===== config.mk =====
export PLATFORM = sky130hd
export DESIGN_NAME = tfn_sqrt_cell
export DESIGN_NICKNAME = d
export VERILOG_FILES = /design/src/hw/rtl/tfn_pkg.sv /design/src/hw/rtl/tfn_sqrt_cell.sv
export SDC_FILE = /design/constraint.sdc
export NUM_CORES = 1
export LEC_CHECK = 0
export BUFFER_PORTS_ARGS = -buffer_cell sky130_fd_sc_hd__buf_4
export CAP_MARGIN = 20
export CORE_AREA = 5 5 188 154
export CTS_CLUSTER_DIAMETER = 30
export DETAILED_ROUTE_END_ITERATION = 10
export DIE_AREA = 0 0 193 159
export GPL_TIMING_DRIVEN = 0
export PLACE_DENSITY = 0.66
export SETUP_SLACK_MARGIN = 0.02
export SLEW_MARGIN = 15
export SYNTH_ARGS = -nofsm -noshare
export SYNTH_HDL_FRONTEND = slang
export SYNTH_SLANG_ARGS = --single-unit

===== constraint.sdc =====
create_clock -name clk_i -period 0.8 [get_ports clk_i]
set_input_delay 0 -clock clk_i [delete_from_list [all_inputs] [get_ports clk_i]]
set_output_delay 0 -clock clk_i [all_outputs]
set_load 0.005 [all_outputs]

===== src/hw/rtl/tfn_pkg.sv =====
`timescale 1ns / 1ps
`default_nettype none

package tfn_pkg;

  // Coordinate and normal formats.
  localparam int CoordBits = 24;
  localparam int FracBits  = 14;
  localparam int OutBits   = 16;

  // Derived datapath widths.
  localparam int EdgeBits   = CoordBits + 1;
  localparam int ProdBits   = 2 * EdgeBits;
  localparam int CrossBits  = ProdBits + 1;
  localparam int LenBits    = $clog2(CrossBits + 1);
  localparam int MagBits    = 30;
  localparam int SumBits    = 2 * MagBits + 2;
  localparam int RootBits   = MagBits + 1;
  localparam int RemSqBits  = RootBits + 3;
  localparam int NumBits    = MagBits + FracBits + 1;
  localparam int QuoBits    = FracBits + 2;
  localparam int DivRemBits = RootBits + 1;
  localparam int InBits     = 9 * CoordBits;
  localparam int InBytes    = (InBits + 7) / 8;
  localparam int OutDBits   = 3 * OutBits;
  localparam int OutBytes   = (OutDBits + 7) / 8;

  // Word moving through the square root chain.
  typedef struct packed {
    logic                          valid;
    logic                          degen;
    logic [2:0]                    neg;
    logic [2:0][MagBits-1:0]       mag;
    logic [SumBits-1:0]            rad;
    logic [RemSqBits-1:0]          rem;
    logic [RootBits-1:0]           root;
  } sqrt_t;

  // Word moving through the divider chain, three lanes share one divisor.
  typedef struct packed {
    logic                          valid;
    logic                          degen;
    logic [2:0]                    neg;
    logic [RootBits-1:0]           dvsr;
    logic [2:0][DivRemBits-1:0]    rem;
    logic [2:0][QuoBits-1:0]       num;
    logic [2:0][QuoBits-1:0]       quo;
  } div_t;

endpackage

`default_nettype wire


===== src/hw/rtl/tfn_sqrt_cell.sv =====
`timescale 1ns / 1ps
`default_nettype none

module tfn_sqrt_cell import tfn_pkg::*; (
  input  wire   clk_i,
  input  wire   rst_ni,
  input  wire   en_i,
  input  sqrt_t cell_i,
  output sqrt_t cell_o
);

  logic [RemSqBits-1:0] part;
  logic [RemSqBits-1:0] trial;
  logic                 fit;
  sqrt_t                cell_d;
  sqrt_t                cell_q;

  // One root bit per cell: bring down two radicand bits and try 4r+1.
  always_comb begin
    part        = {cell_i.rem[RemSqBits-3:0], cell_i.rad[SumBits-1 -: 2]};
    trial       = {1'b0, cell_i.root, 2'b01};
    fit         = (part >= trial);
    cell_d      = cell_i;
    cell_d.rad  = cell_i.rad << 2;
    cell_d.rem  = fit ? (part - trial) : part;
    cell_d.root = {cell_i.root[RootBits-2:0], fit};
  end

  // Only the valid flag is reset; the data fields simply hold.
  always_ff @(posedge clk_i or negedge rst_ni) begin
    if (!rst_ni) begin
      cell_q.valid <= 1'b0;
    end else if (en_i) begin
      cell_q <= cell_d;
    end
  end

  assign cell_o = cell_q;

endmodule

`default_nettype wire


==> flow_metrics.tcl <==
set metrics [dict create \
    grt_pass1_wl_mm 57.97 \
    final_cell_area_sq_um 19270 \
    dr.pass1.iters 5 \
    die_area_sq_um 30690 \
    core_sq_um 26820 \
    cpMostUsedCell "buf_4" \
    fmax_ghz 0.5141 \
    vias 9022 \
    worstPathCellList "buf_8, ha_4, o211ai_1, a21o_1, a31o_4, a211oi_4, o22ai_4, buf_4, buf_6, buf_4, o211a_1, a31o_2" \
    drtIter0Drc 650 \
    worstMarginPinSlew_ps 635.2 \
    rsz0062_at_grt "yes" \
    hold_class "in -> reg" \
    grt-ovfl-total 0 \
    area_growth_syn_to_layout_pct 102.6 \
    ys_types 67 \
    worstPathBufferInverterCount 4 \
    syn_area_sq_um 9513 \
    p_leak_uw 0.008140 \
    port_buffers 442 \
    wire_per_inst_um 23.90 \
    final_util_pct 71.85 \
    violations "negative setup slack" \
    place_hpwl_mm 25.61 \
    drc_errors 0 \
    irDropWorstVdd_mv 1.921 \
    period_share_pct 243.1 \
    slowest_delay_ps 290 \
    num_io_pins 447 \
    clk_pin_slew_ps 50 \
    clock_latency_ps 560 \
    maxSlewHeadroom_pct 57.65 \
    gpl.final_weighted_congestion 0.8704 \
    dp.cells 1432 \
    multi_input_area_sq_um 3068 \
    stdcell_count 1811 \
    cts_sinks 220 \
    wirelength_mm 43.29 \
    synthFlopType "edfxtp_1" \
    track_usage_pct 25.14 \
    crit_family "compound AO/OA/AOI/OAI gates" \
    finalHoldViolCount 0 \
    final_layout_size_suffix_gt1_share_pct 50.24 \
    arrival_ps 2250 \
    cts_tree "yes" \
    viasPerCell 4.982 \
    die_w_um 193 \
    status "complete, but fails checks" \
    root_buffer "clkbuf_16" \
    numCtsBuffers 49 \
    die_h_um 159 \
    fillers 1672 \
    syn_inst 621 \
    skew_ps 0 \
    grt_max_degree 56 \
    initial_core_util_pct 35.47 \
    end_kind "flop" \
    cp-start-kind "input port" \
    cap_violations 0 \
    grt_pass1_vias 9210 \
    setup_viol 255 \
    synth_seq_cells 220 \
    async_reset_ff_share_pct 0.4545 \
    final_max_slew_viol_count 0 \
    p_per_area_nw_per_um2 2309 \
    avgSynthCellArea_sq_um 15.32 \
    largest_reg_flops 220 \
    clk_path_buf_depth 3 \
    antenna_left 0 \
    dpl_cell_area_sq_um 13640 \
    worstPathRequired_ps 1100 \
    rows 54 \
    regArea_sq_um 6601 \
    ys_seq_area_share_pct 69.39 \
    finalCriticalPeriod_ps 1945 \
    slowest_stage "a211oi_4" \
    crit_fanout 4 \
    crit_type "in -> reg" \
    final.setup.worst_slack_ps -1145 \
    yosys_warnings 0 \
    antenna_found_initial 7 \
    cts-htree-levels 2 \
    synth-edff-count 219 \
    fin_nets 1662 \
]
[metal layers]
layer,global-route usage (%),vias to the layer above,routed length [um]
met3,7.387,117,3938
li1,-,4004,-
met1,29.27,4412,15880
met4,9.781,6,2053
met5,0,-,28
met2,43.54,483,21390
[Yosys cell counts, types with 3 or more instances]
cell type / n / area (sq um)
nand4_1: 7 / 43.79
edfxtp_1: 219 / 6576
nand2b_1: 7 / 43.79
buf_4: 3 / 22.52
clkbuf_1: 8 / 30.03
a31oi_1: 3 / 18.77
and2_1: 6 / 37.54
o21ai_0: 16 / 80.08
a211oi_1: 5 / 37.54
o21a_1: 12 / 90.09
nor2_1: 19 / 71.32
and3_1: 8 / 50.05
a31o_2: 3 / 26.28
o2111ai_1: 3 / 26.28
mux2_2: 3 / 33.78
mux2_4: 17 / 255.2
a21boi_0: 4 / 30.03
o31ai_1: 12 / 90.09
mux2i_1: 3 / 30.03
o211ai_1: 15 / 112.6
nand2_1: 24 / 90.09
xnor2_1: 15 / 131.4
a21oi_1: 28 / 140.1
o21bai_1: 6 / 45.04
nor3_1: 6 / 30.03
xor2_1: 3 / 26.28
nand3_1: 12 / 60.06
buf_2: 8 / 40.04
inv_1: 39 / 146.4
ha_1: 33 / 412.9
a21o_1: 28 / 210.2
[logic make-up after synthesis]
kind of cell | share of synthesized area (%)
and+or+nand+nor | 6.024
buffers and inverters | 3.262
DFF | 69.39
adders and majority gates | 4.340
xor gates and xnor gates | 1.657
other | 0.03942
AOI/OAI and AO/OA | 11.93
muxes | 3.354
[metrics by stage]
| step | hold slack (ps) | power, uW | TNS (ps) | worst slack [ps] |
|---|---|---|---|---|
| after CTS | -1.557 | 43630 | -98910 | -1158 |
| after floorplan | -295.6 | 16670 | -303570 | -1421 |
| after detailed placement | -218.3 | 19660 | -156450 | -1924 |
| after global placement | -219.5 | 19530 | -490330 | -1963 |
| final | 24.97 | 44500 | -97620 | -1145 |
| after global routing | 15.89 | 45810 | -106320 | -1179 |
[cells in the final DEF, fill, tap and decap left out, types with 15 or more instances in the layout]
cell / n
buf_4: 333
dlygate4sd3_1: 221
edfxtp_1: 219
buf_6: 171
clkbuf_16: 50
a21o_1: 27
a21oi_1: 25
nand2_1: 23
inv_1: 21
ha_4: 21
nor2_1: 19
mux2_4: 19
o211ai_1: 15
xnor2_1: 15
[power breakdown]
| group | switching (uW) | leakage, uW | total [uW] | internal (uW) |
|---|---|---|---|---|
| registers | 398 | 0.00207 | 14100 | 13700 |
| clock network | 7230 | 0.000861 | 22500 | 15200 |
| logic | 3230 | 0.00521 | 7900 | 4670 |
| total | 10900 | 0.00814 | 44500 | 33600 |
[worst min-delay path: cells and delay by family]
kind                     cells  cell delay, ps
multiplexers                 1              50
adder cells (fa/ha/maj)      1             150
buffers and inverters        2             190
[layout make-up]
class	instances	share of cell area [%]
repair buffers	735	35.87
well taps	364	2.363
diodes	4	0.05193
plain buffers	19	1.130
flip-flops and latches	220	34.25
clock buffers	51	6.401
clock inverters	39	3.058
inverters	40	0.9608
multi-input cells	339	15.92
[what timing repair did]
action,in CTS,in global routing
setup endpoints to repair,363,256
hold endpoints to repair,219,0
hold buffers,221,0
gates resized for setup,161,111
gates cloned,2,1
buffers inserted,47,19
pin swaps,45,34
[path summary, 6_finish.rpt]
check / to / slack [ps] / from / cells past startpoint
max: cell_o[51]$_DFFE_PP_ / -1150 / cell_i[32] / 12
min: cell_o[32]$_DFFE_PP_ / 20 / cell_i[125] / 4
max reg2reg: cell_o[221]$_DFFE_PN0P_ / 20 / cell_o[221]$_DFFE_PN0P_ / 1
min reg2reg: cell_o[221]$_DFFE_PN0P_ / 560 / cell_o[221]$_DFFE_PN0P_ / 1
max in group asynchronous: cell_o[221]$_DFFE_PN0P_ / 350 / rst_ni / 3
min in group asynchronous: cell_o[221]$_DFFE_PN0P_ / 340 / rst_ni / 3
Power figures use the tool's default switching activity.
