[config.mk]
export PLATFORM = sky130hd
export DESIGN_NAME = tfn_div_cell
export DESIGN_NICKNAME = d
export VERILOG_FILES = /design/src/hw/rtl/tfn_pkg.sv /design/src/hw/rtl/tfn_div_cell.sv
export SDC_FILE = /design/constraint.sdc
export NUM_CORES = 1
export LEC_CHECK = 0
export ABC_AREA = 1
export BUFFER_PORTS_ARGS = -buffer_cell sky130_fd_sc_hd__buf_2
export CAP_MARGIN = 30
export CORE_MARGIN = 5
export CORE_UTILIZATION = 40
export DETAILED_ROUTE_END_ITERATION = 7
export HOLD_SLACK_MARGIN = 0.02
export SETUP_SLACK_MARGIN = 0.3
export SYNTH_ARGS = -nofsm -noshare
export SYNTH_HDL_FRONTEND = slang
export SYNTH_SLANG_ARGS = --single-unit
[constraint.sdc]
create_clock -name clk_i -period 0.8 [get_ports clk_i]
set_input_delay 0.16 -clock clk_i [delete_from_list [all_inputs] [get_ports clk_i]]
set_output_delay 0.16 -clock clk_i [all_outputs]
set_load 0.02 [all_outputs]
[src/hw/rtl/tfn_pkg.sv]
`timescale 1ns / 1ps
`default_nettype none

package tfn_pkg;

  // Coordinate and normal formats.
  localparam int CoordBits = 24;
  localparam int FracBits  = 14;
  localparam int OutBits   = 16;

  // Derived datapath widths.
  localparam int EdgeBits   = CoordBits + 1;
  localparam int ProdBits   = 2 * EdgeBits;
  localparam int CrossBits  = ProdBits + 1;
  localparam int LenBits    = $clog2(CrossBits + 1);
  localparam int MagBits    = 30;
  localparam int SumBits    = 2 * MagBits + 2;
  localparam int RootBits   = MagBits + 1;
  localparam int RemSqBits  = RootBits + 3;
  localparam int NumBits    = MagBits + FracBits + 1;
  localparam int QuoBits    = FracBits + 2;
  localparam int DivRemBits = RootBits + 1;
  localparam int InBits     = 9 * CoordBits;
  localparam int InBytes    = (InBits + 7) / 8;
  localparam int OutDBits   = 3 * OutBits;
  localparam int OutBytes   = (OutDBits + 7) / 8;

  // Word moving through the square root chain.
  typedef struct packed {
    logic                          valid;
    logic                          degen;
    logic [2:0]                    neg;
    logic [2:0][MagBits-1:0]       mag;
    logic [SumBits-1:0]            rad;
    logic [RemSqBits-1:0]          rem;
    logic [RootBits-1:0]           root;
  } sqrt_t;

  // Word moving through the divider chain, three lanes share one divisor.
  typedef struct packed {
    logic                          valid;
    logic                          degen;
    logic [2:0]                    neg;
    logic [RootBits-1:0]           dvsr;
    logic [2:0][DivRemBits-1:0]    rem;
    logic [2:0][QuoBits-1:0]       num;
    logic [2:0][QuoBits-1:0]       quo;
  } div_t;

endpackage

`default_nettype wire

[src/hw/rtl/tfn_div_cell.sv]
`timescale 1ns / 1ps
`default_nettype none

module tfn_div_cell import tfn_pkg::*; (
  input  wire  clk_i,
  input  wire  rst_ni,
  input  wire  en_i,
  input  div_t cell_i,
  output div_t cell_o
);

  logic [2:0][DivRemBits-1:0] part;
  logic [2:0]                 fit;
  div_t                       cell_d;
  div_t                       cell_q;

  // One quotient bit per lane per cell, restoring division.
  always_comb begin
    cell_d = cell_i;
    for (int k = 0; k < 3; k++) begin
      part[k] = {cell_i.rem[k][DivRemBits-2:0], cell_i.num[k][QuoBits-1]};
      fit[k]  = (part[k] >= {1'b0, cell_i.dvsr});
      cell_d.rem[k] = fit[k] ? (part[k] - {1'b0, cell_i.dvsr}) : part[k];
      cell_d.num[k] = cell_i.num[k] << 1;
      cell_d.quo[k] = {cell_i.quo[k][QuoBits-2:0], fit[k]};
    end
  end

  // Only the valid flag is reset; the data fields simply hold.
  always_ff @(posedge clk_i or negedge rst_ni) begin
    if (!rst_ni) begin
      cell_q.valid <= 1'b0;
    end else if (en_i) begin
      cell_q <= cell_d;
    end
  end

  assign cell_o = cell_q;

endmodule

`default_nettype wire

==> results.cfg, run 1 <==
[setup_path]
critPathBufInv = 5
worst-path-max-fanout = 6
crit_top_cell = nand2_2
crit_path_end_kind = flip-flop
worstPathRequired_ns = 1.11
critPathLaunchType = primary input
slowest_stage = ha_4
worstPathArrival_ns = 1.98
criticalPathCategory = primary input to flip-flop
cp_cell_sequence = buf_4 -> clkinvlp_4 -> buf_12 -> ha_4 -> or2_4 -> nand3_4 -> nand2_2 -> nand2_2 -> nand3_4 -> nand2_4 -> nand2_8 -> buf_12 -> clkbuf_16 -> nand2_2 -> nand2_1
r2r_slack_ns = 0
cp_slowest_stage_delay_ns = 0.26
critPathTopFamily = simple AND/OR/NAND/NOR gates

[timing]
min_period_ns = 1.67
rsz0062_at_grt = true
post-route-period-util = 2.09
fin_ws_ns = -0.870
whs_ns = -0.183
slew_violations = 0
setup_violations = 324
finalHoldViolations = 81
fin_skew_ns = 0
fmax_mhz = 599

[route]
routedWlPerCell_um = 18.8
drt_pre_antenna_iters = 5
first_iter_violations = 1060
drc = 0
num_vias = 17671
drtAntennaViolNets = 0
drt-total-wl_mm = 69.5
routed_via_density = 4.79

[grt]
grt-ovfl-total = 0
grt_pass1_vias = 17170
grt_max_degree = 31
grt_util_all_layers = 0.296
antenna_found_initial = 6
grt_pass1_wl_mm = 99.7

[yosys]
synth_seq_cells = 225
ys_types = 35
yosys-top-cells-area = edfxtp_1 (43%), nand2_1 (22%), inv_1 (10%)
synthArstFlopShare = 0.00444
yosys_warnings = 0
syn_area_mm2 = 0.0157
synth_top_cell_by_area = edfxtp_1
yosys.area.top_type_share = 0.428
syn-mean-instance-area_um2 = 7.33
synth_edf_count = 224
synth_ff_type = edfxtp_1
synthCells = 2143
ys_seq_area_frac = 0.430

[die]
ios = 459
core_mm2 = 0.0387
fp.dieW_um = 208
die_h_um = 208
placementRows = 72
die-area_mm2 = 0.0433
initial_utilization = 0.405

[placed_design]
gp_congestion = 1.00
dpl-instance-area_mm2 = 0.0218
port-buffer-count = 449
hpwl_mm = 53.2

[layout]
final_common_cell = nand2_1
final_util = 0.688
drive_gt1_frac = 0.423
nNetsFinal = 3472
largest_register_ffs = 225
fillers = 3210
final_area_mm2 = 0.0267
synthToLayoutAreaGrowth_pct = 69.8
layout_common_cells = nand2_1 (775), buf_2 (415), inv_1 (377), buf_4 (377), edfxtp_1 (224)

[outcome]
status = finished, violations left
violations = hold timing, setup timing

[power]
ir_drop_v = 0.00151
power.density_mw_per_mm2 = 1600
p_leak_nw = 13.6

[cts]
clock-root-buffer = clkbuf_16
clkTransAtPathRegs_ns = 0.06
htree_levels = 1
cts_buffer_depth = 3
ctsHoldBuffers = 114
cts_tree = built
clock_latency_ns = 0.55
numCtsBuffers = 26
clock-sinks = 225

[hold_path]
min_path_type = primary input to flip-flop

[run]
cap_violations = 0
-- final timing paths --
kind	to	startpoint	depth (start not counted)
max in group asynchronous	cell_o[227]	rst_ni	3
min in group asynchronous	cell_o[227]	rst_ni	3
setup / recovery	cell_o[172]	cell_i[195]	15
hold / removal	cell_o[205]	cell_i[205]	1
hold reg to reg	cell_o[227]	cell_o[227]	1
setup reg to reg	cell_o[227]	cell_o[227]	1
-- through the flow --
| stage | instances | power (mW) | setup TNS, ns | setup slack, ns |
|---|---|---|---|---|
| final | 3686 | 42.6 | -184.05 | -0.870 |
| after global routing | 3686 | 44.5 | -197.90 | -0.933 |
| after CTS | 3649 | 40.9 | -186.00 | -0.836 |
| after detailed placement | 3458 | 27.7 | -233.44 | -1.59 |
| after global placement | 3458 | 27.6 | -232.43 | -1.60 |
| after floorplan | 2145 | 21.8 | -801.85 | -3.13 |
-- layout make-up --
type	count	area [µm²]	share of cell area
Clock inverter	15	150	0.00563
Timing Repair inverter	4	40.0	0.00150
Inverter	429	1760	0.0661
Tap cell	518	648	0.0243
Sequential cell	225	6750	0.253
Timing Repair Buffer	988	7350	0.276
Multi-Input combinational cell	1471	9270	0.348
Clock buffer	32	673	0.0253
Antenna cell	4	10.0	0.000376
-- metal layers --
layer	vias to the layer above	wire, µm	GRT usage
li1	8653	-	-
met2	724	33600	0.508
met4	4	3330	0.122
met5	-	20	0
met3	160	4810	0.0500
met1	8130	27700	0.370
-- report_power, final --
| group | total, mW | internal, mW | switching, mW |
|---|---|---|---|
| clock | 11.8 | 6.67 | 5.18 |
| sequential | 14.6 | 14.3 | 0.310 |
| combinational | 16.1 | 7.01 | 9.13 |
| total | 42.6 | 27.9 | 14.6 |
-- cell families (layout without fill, tap and decap cells) --
group           after synthesis  in the layout  share of synthesized area
flops                       225            225                      0.430
other cells                   1              7                   0.000239
fa+ha+maj                    96             96                     0.0779
simple gates               1256           1257                      0.326
buf+inv                     450           1468                      0.116
xor+xnor                     42             42                     0.0234
mux                           1              1                   0.000717
compound gates               72             72                     0.0257
-- cell usage after synthesis (4+ instances only) --
cell / instances
a21oi_1: 45
a21oi_2: 6
and2_1: 9
buf_4: 9
buf_6: 12
edfxtp_1: 224
ha_1: 93
inv_1: 419
inv_2: 9
nand2_1: 923
nand2_2: 6
nand3_1: 124
nand3b_1: 12
nand4_1: 19
nor2_1: 123
nor2_2: 4
nor2_4: 6
nor3_1: 19
o21ai_0: 13
o21bai_1: 6
xor2_1: 41
-- repair_timing --
item | in CTS | in global routing
endpoints found under the hold margin | 217 | 89
gates resized for setup | 163 | 355
gates cloned | 2 | 8
pin swaps | 30 | 100
buffers inserted | 28 | 25
endpoints found under the setup margin | 544 | 601
No activity file was read; power rests on OpenSTA's default activity.
==> run 2, diff against run 1 <==
--- a/config.mk
+++ b/config.mk
@@ -8,9 +8,11 @@
 export ABC_AREA = 1
 export BUFFER_PORTS_ARGS = -buffer_cell sky130_fd_sc_hd__buf_2
 export CAP_MARGIN = 30
+export CORE_ASPECT_RATIO = 1.5
 export CORE_MARGIN = 5
 export CORE_UTILIZATION = 40
 export DETAILED_ROUTE_END_ITERATION = 7
+export GPL_TIMING_DRIVEN = 0
 export HOLD_SLACK_MARGIN = 0.02
 export SETUP_SLACK_MARGIN = 0.3
 export SYNTH_ARGS = -nofsm -noshare
==> run 2 against run 1 <==
  * The run still ends with hold timing, setup timing left
  * Clock power is 8% lower
  * Register-to-register slack better by 0.03 ns
  * Die area increased by 0.19%
  * First-iteration DRC count down 26%
  * Total power decreased by 7.2%
  * Largest cell class unchanged
  * Largest power group is now registers
  * Highest routed layer unchanged
==> results.cfg, run 2 (synthesis gave the netlist of run 1 again) <==
[layout]
largest_register_ffs = 225
layout_common_cells = nand2_1 (821), buf_2 (428), inv_1 (371)
final_util = 0.603
multiInputGateArea_mm2 = 0.00917
final_area_mm2 = 0.0236
final_common_cell = nand2_1
fillers = 3550
synthToLayoutAreaGrowth_pct = 50.1
fin_cells = 3304
drive_gt1_frac = 0.346
nNetsFinal = 3111
seq_area_mm2 = 0.00675

[timing]
slew_violations = 0
post-route-period-util = 2.20
min_period_ns = 1.76
finalHoldViolations = 133
whs_ns = -0.182
fmax_mhz = 567
setup_violations = 508
tns_ns = -228.90
fin_skew_ns = 0
fin_ws_ns = -0.963
rsz0062_at_grt = true

[grt]
grt_max_degree = 46
grt_pass1_vias = 16670
grt_util_all_layers = 0.306
grt-ovfl-total = 0
grt_pass1_wl_mm = 98.0
antenna_found_initial = 7

[cts]
clock-sinks = 225
clock-root-buffer = clkbuf_16
htree_levels = 1
cts_tree = built
numCtsBuffers = 23
clock_latency_ns = 0.52
clkTransAtPathRegs_ns = 0.06
ctsHoldBuffers = 68
cts_buffer_depth = 3

[setup_path]
worstPathArrival_ns = 2.06
crit_top_cell = nand2_1
cp_cell_sequence = buf_2 -> clkinvlp_4 -> buf_12 -> ha_4 -> nand2_1 -> nor2_4 -> nand2_1 -> nor2_1 -> nand2_2 -> nand2_1 -> nand2_1 -> nand3_1 -> nand2_1
cp_slowest_stage_delay_ns = 0.31
worst-path-max-fanout = 5
r2r_slack_ns = 0.03
worstPathRequired_ns = 1.10
r2r-end = cell_o[227]
worstSetupEndpoint = cell_o[189]
worstReg2RegStart = cell_o[227]
critPathLaunchType = primary input
path_depth = 13
slowest_stage = ha_4
criticalPathCategory = primary input to flip-flop
crit_path_end_kind = flip-flop
critPathBufInv = 3
r2r_cells = 1
critPathTopFamily = simple AND/OR/NAND/NOR gates
cp-startpoint = cell_i[215]

[power]
power.internal_mw = 25.6
power.share.clock = 0.276
comb_power_share = 0.356
total_power_mw = 39.5
p_sw_frac = 0.351
power_frac_seq = 0.368
p_leak_nw = 11.7
power.density_mw_per_mm2 = 1680
ir_drop_v = 0.00150
switchingPower_mw = 13.9

[die]
core_mm2 = 0.0391
ios = 459
placementRows = 89
initial_utilization = 0.402
die-area_mm2 = 0.0434
fp.dieW_um = 172
die_h_um = 253

[route]
drc = 0
first_iter_violations = 786
routed_via_density = 4.90
drt_pre_antenna_iters = 7
routedWlPerCell_um = 20.8
drtAntennaViolNets = 0
num_vias = 16191
drt-total-wl_mm = 68.8

[placed_design]
pre_cts_ws_ns = -1.94
dp_cells = 3099
hpwl_mm = 55.9
port-buffer-count = 449
gp_congestion = 0.965
dpl-instance-area_mm2 = 0.0191

[hold_path]
hp-start = cell_i[52]
min_path_type = primary input to flip-flop

[outcome]
violations = hold timing, setup timing
status = finished, violations left

[run]
cap_violations = 0
## run 2: cell count changes in the layout (fill, tap and decap cells not counted), moves of 12 or more
| cell | before | now |
|---|---|---|
| nand2_1 | 775 | 821 |
| nand2_2 | 121 | 80 |
| buf_2 | 415 | 428 |
| inv_2 | 30 | 18 |
| clkinvlp_4 | 16 | 31 |
| ha_1 | 19 | 5 |
| buf_4 | 377 | 67 |
| dlygate4sd3_1 | 114 | 68 |
| ha_4 | 73 | 85 |
## run 2: worst min-delay path by stage
stage,to,slack [ns],cells after the start
after floorplan,cell_o[227],-0.14,0
after detailed placement,cell_o[227],-0.02,1
after global placement,cell_o[227],-0.02,1
after global routing,cell_o[37],-0.20,1
final,cell_o[53],-0.18,1
after CTS,cell_o[17],-0.21,1
## run 2: power by group through the flow
stage | combinational (mW) | clock, mW | sequential [mW]
finish | 14.1 | 10.9 | 14.5
global route | 15.2 | 11.5 | 14.6
CTS | 13.6 | 11.1 | 14.5
detailed placement | 11.2 | 0 | 14.8
global placement | 11.1 | 0 | 14.9
floorplan | 5.69 | 0 | 16.1
## run 2: per-layer routing
layer  up-vias  GRT usage  share of wire  routed length [µm]
li1       7950          -              -                   -
met1      7545      0.289           0.32               22200
met2       529      0.615           0.56               38300
met3       161     0.0473          0.061                4210
met4         6      0.155          0.060                4100
met5         -          0        0.00041                  28
## run 2: cell type report
class | instances | area share
buffer | 21 | 0.0134
multi-input combinational | 1470 | 0.389
tap | 500 | 0.0265
clock buffer | 26 | 0.0249
antenna | 4 | 0.000425
clock inverter | 15 | 0.00605
timing repair buffer | 614 | 0.178
sequential | 225 | 0.286
inverter | 429 | 0.0755
## run 2: what timing repair did
action | in CTS | in global routing
buffers inserted | 82 | 6
pin swaps | 72 | 17
gates resized for setup | 334 | 102
setup endpoints to repair | 549 | 607
hold endpoints to repair | 217 | 141
gates cloned | 2 | 1
